`src/hdl/assert_macros.svh`:
```
// assertion macros shared by the console engine modules
// expects clk and rst_n in the scope of each use
`ifndef ASSERT_MACROS_SVH
`define ASSERT_MACROS_SVH

// same-cycle implication, off while in reset
`define ASSERT_IMPLY(label, ante, cons, msg) \
    label: assert property (@(posedge clk) disable iff (!rst_n) (ante) |-> (cons)) \
        else $error(msg);

// next-cycle implication, off while in reset
`define ASSERT_NEXT(label, ante, cons, msg) \
    label: assert property (@(posedge clk) disable iff (!rst_n) (ante) |=> (cons)) \
        else $error(msg);

`endif

```
`src/hdl/tcce_pkg.sv`:
```
// shared types, constants and helper functions of the text console engine
// used by tcce_front, tcce_back and text_console_cell_engine
`default_nettype none

package tcce_pkg;

    // default store geometry
    localparam int MAX_COLS_DEF = 128;
    localparam int MAX_ROWS_DEF = 96;

    // width of a computed cell address before the range check
    localparam int ADDR_W = 18;

    localparam logic [7:0]  BLANK_CHAR    = 8'h20;
    localparam logic [15:0] COLOR_RESET   = 16'hff04;
    localparam logic [7:0]  WIDTH_RESET   = 8'd128;
    localparam logic [6:0]  HEIGHT_RESET  = 7'd96;
    localparam logic [7:0]  PITCH_RESET   = 8'd128;
    localparam logic [7:0]  MAX_REGION_W  = 8'd128;

    // configuration register indexes
    typedef enum logic [2:0] {
        REG_REGION_COL    = 3'd0,
        REG_REGION_ROW    = 3'd1,
        REG_REGION_WIDTH  = 3'd2,
        REG_REGION_HEIGHT = 3'd3,
        REG_ROW_PITCH     = 3'd4,
        REG_TEXT_COLOR    = 3'd5
    } reg_idx_t;

    // classified command kinds
    typedef enum logic [2:0] {
        CMD_PUT,
        CMD_SET_POS,
        CMD_SCROLL,
        CMD_FILL,
        CMD_READ,
        CMD_NOP
    } cmd_kind_t;

    // back end sequencer states
    typedef enum logic [3:0] {
        ST_CLEAR,
        ST_IDLE,
        ST_PUT_ADDR,
        ST_PUT_WR,
        ST_SET_POS,
        ST_SCR_SETUP,
        ST_PHASE,
        ST_LOOP_ADDR,
        ST_LOOP_RD,
        ST_LOOP_WR,
        ST_RD_ADDR,
        ST_RD_MEM,
        ST_DONE
    } back_state_t;

    // region walk phases
    typedef enum logic [1:0] {
        PH_COPY,
        PH_BLANK_H,
        PH_BLANK_V,
        PH_FILL
    } phase_t;

    typedef struct packed {
        cmd_kind_t   kind;
        logic [7:0]  chr;
        logic [7:0]  col;
        logic [7:0]  row;
        logic [7:0]  shift_cols;
        logic [7:0]  shift_rows;
    } cmd_t;

    typedef struct packed {
        logic [6:0]  region_col;
        logic [6:0]  region_row;
        logic [7:0]  region_width;
        logic [6:0]  region_height;
        logic [7:0]  row_pitch;
        logic [15:0] text_color;
    } cfg_t;

    // last member lands in the lowest bits
    typedef struct packed {
        logic [15:0] read_color;
        logic [7:0]  read_char;
        logic [7:0]  cursor_abs_row;
        logic [7:0]  cursor_abs_col;
        logic [6:0]  cursor_row;
        logic [6:0]  cursor_col;
    } result_t;

    typedef struct packed {
        logic [6:0]        col;
        logic [6:0]        row;
        logic              scroll;
        logic signed [9:0] vt;
    } pos_t;

    // region width as used: zero acts as one, capped at the cursor range
    function automatic logic [7:0] eff_width(input logic [7:0] w);
        logic [7:0] r;
        r = w;
        if (w == 8'd0) r = 8'd1;
        else if (w > MAX_REGION_W) r = MAX_REGION_W;
        return r;
    endfunction

    function automatic logic [7:0] eff_height(input logic [6:0] h);
        return (h == 7'd0) ? 8'd1 : {1'b0, h};
    endfunction

    // clamp a cursor request, wrap the column and report any scroll needed
    function automatic pos_t place_cursor(input logic signed [9:0] x,
                                          input logic signed [9:0] y,
                                          input logic [7:0] w,
                                          input logic [7:0] h);
        logic signed [9:0] xs;
        logic signed [9:0] ys;
        logic signed [9:0] wn;
        logic signed [9:0] hn;
        pos_t p;
        xs = x;
        ys = y;
        wn = $signed({2'b00, w});
        hn = $signed({2'b00, h});
        p.scroll = 1'b0;
        p.vt = '0;
        if (xs < 0) begin
            xs = '0;
        end else if (xs >= wn) begin
            xs = '0;
            ys = ys + 10'sd1;
        end
        if (ys < 0) begin
            ys = '0;
        end else if (ys >= hn) begin
            p.scroll = 1'b1;
            p.vt = ys - hn + 10'sd1;
            ys = hn - 10'sd1;
        end
        p.col = xs[6:0];
        p.row = ys[6:0];
        return p;
    endfunction

    // store address of a cell: row * pitch + column
    function automatic logic [ADDR_W-1:0] cell_addr(input logic [8:0] col,
                                                    input logic [8:0] row,
                                                    input logic [7:0] pitch);
        logic [16:0] prod;
        prod = {8'b0, row} * {9'b0, pitch};
        return {1'b0, prod} + {9'b0, col};
    endfunction

endpackage

`default_nettype wire

```
`src/hdl/tcce_front.sv`:
```
// front end: accepts stream items, classifies the request and queues commands
// depends on tcce_pkg
`default_nettype none

module tcce_front
    import tcce_pkg::*;
(
    input  logic        clk,
    input  logic        rst_n,
    input  logic        enable,
    input  logic        in_valid,
    output logic        in_ready,
    input  logic [2:0]  in_type,
    input  logic [39:0] in_data,
    output logic        cmd_valid,
    input  logic        cmd_ready,
    output cmd_t        cmd
);

    // request codes on the wire
    localparam logic [2:0] REQ_PUT     = 3'd0;
    localparam logic [2:0] REQ_SET_POS = 3'd1;
    localparam logic [2:0] REQ_SCROLL  = 3'd2;
    localparam logic [2:0] REQ_FILL    = 3'd3;
    localparam logic [2:0] REQ_READ    = 3'd4;
    localparam int QDEPTH = 2;

    cmd_t       q_reg [QDEPTH];
    logic       wr_ptr_reg;
    logic       rd_ptr_reg;
    logic [1:0] count_reg;
    cmd_t       in_cmd;
    logic       push;
    logic       pop;

    // classify the incoming item
    always_comb
    begin
        in_cmd.chr        = in_data[7:0];
        in_cmd.col        = in_data[15:8];
        in_cmd.row        = in_data[23:16];
        in_cmd.shift_cols = in_data[31:24];
        in_cmd.shift_rows = in_data[39:32];
        case (in_type)
            REQ_PUT:     in_cmd.kind = CMD_PUT;
            REQ_SET_POS: in_cmd.kind = CMD_SET_POS;
            REQ_SCROLL:  in_cmd.kind = CMD_SCROLL;
            REQ_FILL:    in_cmd.kind = CMD_FILL;
            REQ_READ:    in_cmd.kind = CMD_READ;
            default:     in_cmd.kind = CMD_NOP;
        endcase
    end

    // queue handshake
    assign in_ready  = enable && (count_reg != 2'(QDEPTH));
    assign push      = in_valid && in_ready;
    assign cmd_valid = (count_reg != 2'd0);
    assign pop       = cmd_valid && cmd_ready;
    assign cmd       = q_reg[rd_ptr_reg];

    // queue storage
    always_ff @(posedge clk)
    begin
        if (push)
        begin
            q_reg[wr_ptr_reg] <= in_cmd;
        end
    end

    // queue pointers and fill level
    always_ff @(posedge clk or negedge rst_n)
    begin
        if (!rst_n)
        begin
            wr_ptr_reg <= 1'b0;
            rd_ptr_reg <= 1'b0;
            count_reg  <= 2'd0;
        end
        else
        begin
            if (push) wr_ptr_reg <= !wr_ptr_reg;
            if (pop)  rd_ptr_reg <= !rd_ptr_reg;
            if (push && !pop)      count_reg <= count_reg + 2'd1;
            else if (pop && !push) count_reg <= count_reg - 2'd1;
        end
    end

    `include "assert_macros.svh"

    `ASSERT_IMPLY(a_no_overflow, count_reg == 2'(QDEPTH), !push, "push into full queue")
    `ASSERT_NEXT(a_push_counts, push && !pop && count_reg == 2'd0, count_reg == 2'd1, "lost push")

endmodule

`default_nettype wire

```
`config.mk`:
```
export PLATFORM = sky130hd
export DESIGN_NAME = tcce_front
export DESIGN_NICKNAME = d
export VERILOG_FILES = /design/src/hdl/tcce_pkg.sv /design/src/hdl/tcce_front.sv
export VERILOG_INCLUDE_DIRS = /design/src /design/src/hdl
export SDC_FILE = /design/constraint.sdc
export NUM_CORES = 1
export LEC_CHECK = 0
export BUFFER_PORTS_ARGS = -buffer_cell sky130_fd_sc_hd__buf_4
export CAP_MARGIN = 20
export CORE_MARGIN = 1.5
export CORE_UTILIZATION = 56
export DETAILED_ROUTE_END_ITERATION = 10
export HOLD_SLACK_MARGIN = 0.1
export MAX_ROUTING_LAYER = met4
export PLACE_DENSITY = 0.93
export SYNTH_ARGS = -nofsm -noshare
export SYNTH_HDL_FRONTEND = slang
export SYNTH_SLANG_ARGS = --single-unit
```
`constraint.sdc`:
```
create_clock -name clk -period 6.9 [get_ports clk]
set_clock_uncertainty 0.05 [all_clocks]
set_input_delay 1.035 -clock clk [delete_from_list [all_inputs] [get_ports clk]]
set_output_delay 1.035 -clock clk [all_outputs]
set_load 0.03 [all_outputs]
```
==> key figures <==
Status
  – Status: finished clean

Synth
  – Seq/Total Area, Yosys: 75.8%
  – Synth cell types: 20
  – Post-Syn Instances: 155
  – Syn Area/Cell: 22.8 um^2
  – Flops & latches, synth: 90
  – Syn nets: 204
  – Yosys warnings: 0
  – Post-Syn Area: 3540 um^2

Drt
  – Initial DRC Count: 106
  – DRC errors left: 0
  – Antenna viol nets, final: 0
  – Drt wl/cell: 16.9 um
  – Vias per cell: 5.02
  – Drt first pass iters: 4
  – Total Wirelength: 5630 um
  – Via count: 1671

Global routing
  – Wire length of the first global-routing pass: 8270 um
  – Global route overflow: 0
  – Global Route Usage Sum: 18.1%
  – Number of global-route vias before repair: 1709
  – Largest net degree at the start of global routing: 44
  – Initial antenna violation count: 0

STA
  – Worst Slack Setup Final: 3620 ps
  – Worst slew pin tran: 1020 ps
  – RSZ-0062 raised after global routing: false
  – Highest clock rate: 0.305 GHz
  – Period utilization: 47.5%
  – Fin crit period: 3280 ps
  – Final setup violation count: 0
  – Slew headroom: 32.0%
  – Setup TNS: 0 ps
  – Final hold vios: 0
  – Final Max Slew Viols: 0

Cells and area
  – Layout area overhead: 25.7%
  – Layout Cells excl Fill: 333
  – Max FFs per register: 86
  – Finished Cell Area: 4450 um^2
  – Fraction of layout cells with a size suffix above 1: 60.1%
  – Most frequent cells in the layout: buf_4, edfxtp_1, mux2_4, clkbuf_8, mux2_2
  – Antenna cells: 0
  – FILL cells: 367
  – Number of nets in the layout: 302
  – Most common cell after layout, fill and taps aside: buf_4

Floorplan
  – Height of the die: 82.5 um
  – Die area: 6800 um^2
  – Initial core utilization: 58.7%
  – I/O pin total: 93
  – Row count: 28
  – Core area: 6030 um^2
  – Die W: 82.5 um

Clock network
  – CTS buffer count: 9
  – H-Tree Depth: 3
  – Root buffer cell: clkbuf_8
  – Hold-fix buffers, CTS: 0
  – Resize count post-CTS: 0
  – Worst-path clk slew: 80 ps
  – CTS tree: yes
  – CTS Sinks: 90
  – Max Buffers Root-to-Sink: 2
  – # Post-CTS Setup Buffers: 0
  – Worst skew pair latency: 340 ps

Placement
  – Placed Area: 4240 um^2
  – Cell count after placement: 317
  – Hpwl dp: 3810 um
  – IO buf count: 92
  – Gp weighted congestion: 0.676
  – Pre-CTS setup slack: 3970 ps

Setup path
  – Slowest Stage Delay on Critical Path: 780 ps
  – WP data required: 5810 ps
  – WP data arrival: 2190 ps
  – Critical path class: flop to output port
  – CP endpoint kind: output port
  – Worst path slowest cell: dfrtp_2
  – Most used cell, CP: buf_4
  – Critical Path, Cell by Cell: buf_4 > mux2_2 > buf_4
  – Crit start category: flop
  – Critical Path Fanout Max: 24

Flow run
  – Max-cap check violation count: 0

Worst hold path
  – Hold Path Class: primary input to asynchronous set/reset pin

Power
  – Peak VDD IR: 0.208 mV
  – Pwr Density: 399 nW/um^2
  – Cell leakage power: 0.00178 uW
-- stage by stage --
stage / hold WS (ps) / power, uW / util [%]
finish: 424 / 1780 / 73.8
detailed placement: 430 / 1420 / 70.3
CTS: 406 / 1790 / 73.8
global placement: 422 / 1410 / 70.3
global route: 411 / 1850 / 73.8
floorplan: 406 / 1270 / -
-- per-layer routing --
metal	up-vias	global-route usage [%]	share of wire [%]
met2	63	28.8	52
met3	10	4.73	7.0
met5	-	-	0
met1	804	21.4	40
met4	0	8.98	1.6
li1	794	-	-
-- worst max-delay path, delay by kind of cell, from the launching register on --
| family | cells | cell delay [ps] |
|---|---|---|
| multiplexers | 1 | 380 |
| buffers and inverters | 2 | 670 |
| flip-flops | 1 | 780 |
-- cell type report --
cell class,count,area (um^2),area share [%]
tap,75,93.8,2.11
multi-input combinational,59,762,17.1
clock buffer,10,128,2.87
timing repair buffer,93,698,15.7
sequential,90,2680,60.4
clock inverter,6,81.3,1.83
-- synthesized netlist by cell type --
library cell	count	area [um^2]
edfxtp_1	86	2580
mux2_4	39	586
buf_12	4	80.1
dfrtp_1	4	100
mux2_2	4	45.0
and2_1	2	12.5
xnor2_1	2	17.5
xor2_1	2	17.5
a21o_1	1	7.51
and2b_1	1	7.51
and3_4	1	11.3
buf_6	1	11.3
clkbuf_1	1	3.75
ha_1	1	12.5
nand2_1	1	3.75
nand2b_1	1	6.26
nor2_1	1	3.75
nor2b_1	1	6.26
or2_1	1	6.26
xor2_2	1	16.3
-- logic make-up after synthesis --
kind of cell | after synthesis | share of synthesized area (%)
AO/OA/AOI/OAI | 1 | 0.212
multiplexers | 43 | 17.8
adder cells (fa/ha/maj) | 1 | 0.354
XOR/XNOR | 5 | 1.45
AND/OR/NAND/NOR | 9 | 1.63
flip-flops | 90 | 75.8
buffers and inverters | 6 | 2.69
-- final timing paths --
kind                               from      endpoint  slack (ps)  cells past startpoint
hold reg to reg            count_reg[1]  count_reg[1]         440                      1
setup reg to reg           count_reg[0]  q_reg[1][17]        4860                      3
min in group clk           count_reg[1]  count_reg[1]         440                      1
setup / recovery             rd_ptr_reg        cmd[2]        3620                      3
hold / removal                    rst_n  count_reg[1]         420                      1
max in group asynchronous         rst_n    rd_ptr_reg        6260                      1
-- report_power, final --
part,total (uW),internal [uW],leakage (uW),switching [uW]
logic,663,313,0.000844,350
clock network,372,202,0.000104,170
registers,740,685,0.000832,55.3
Note: power is estimated with default switching activity, not from simulation.
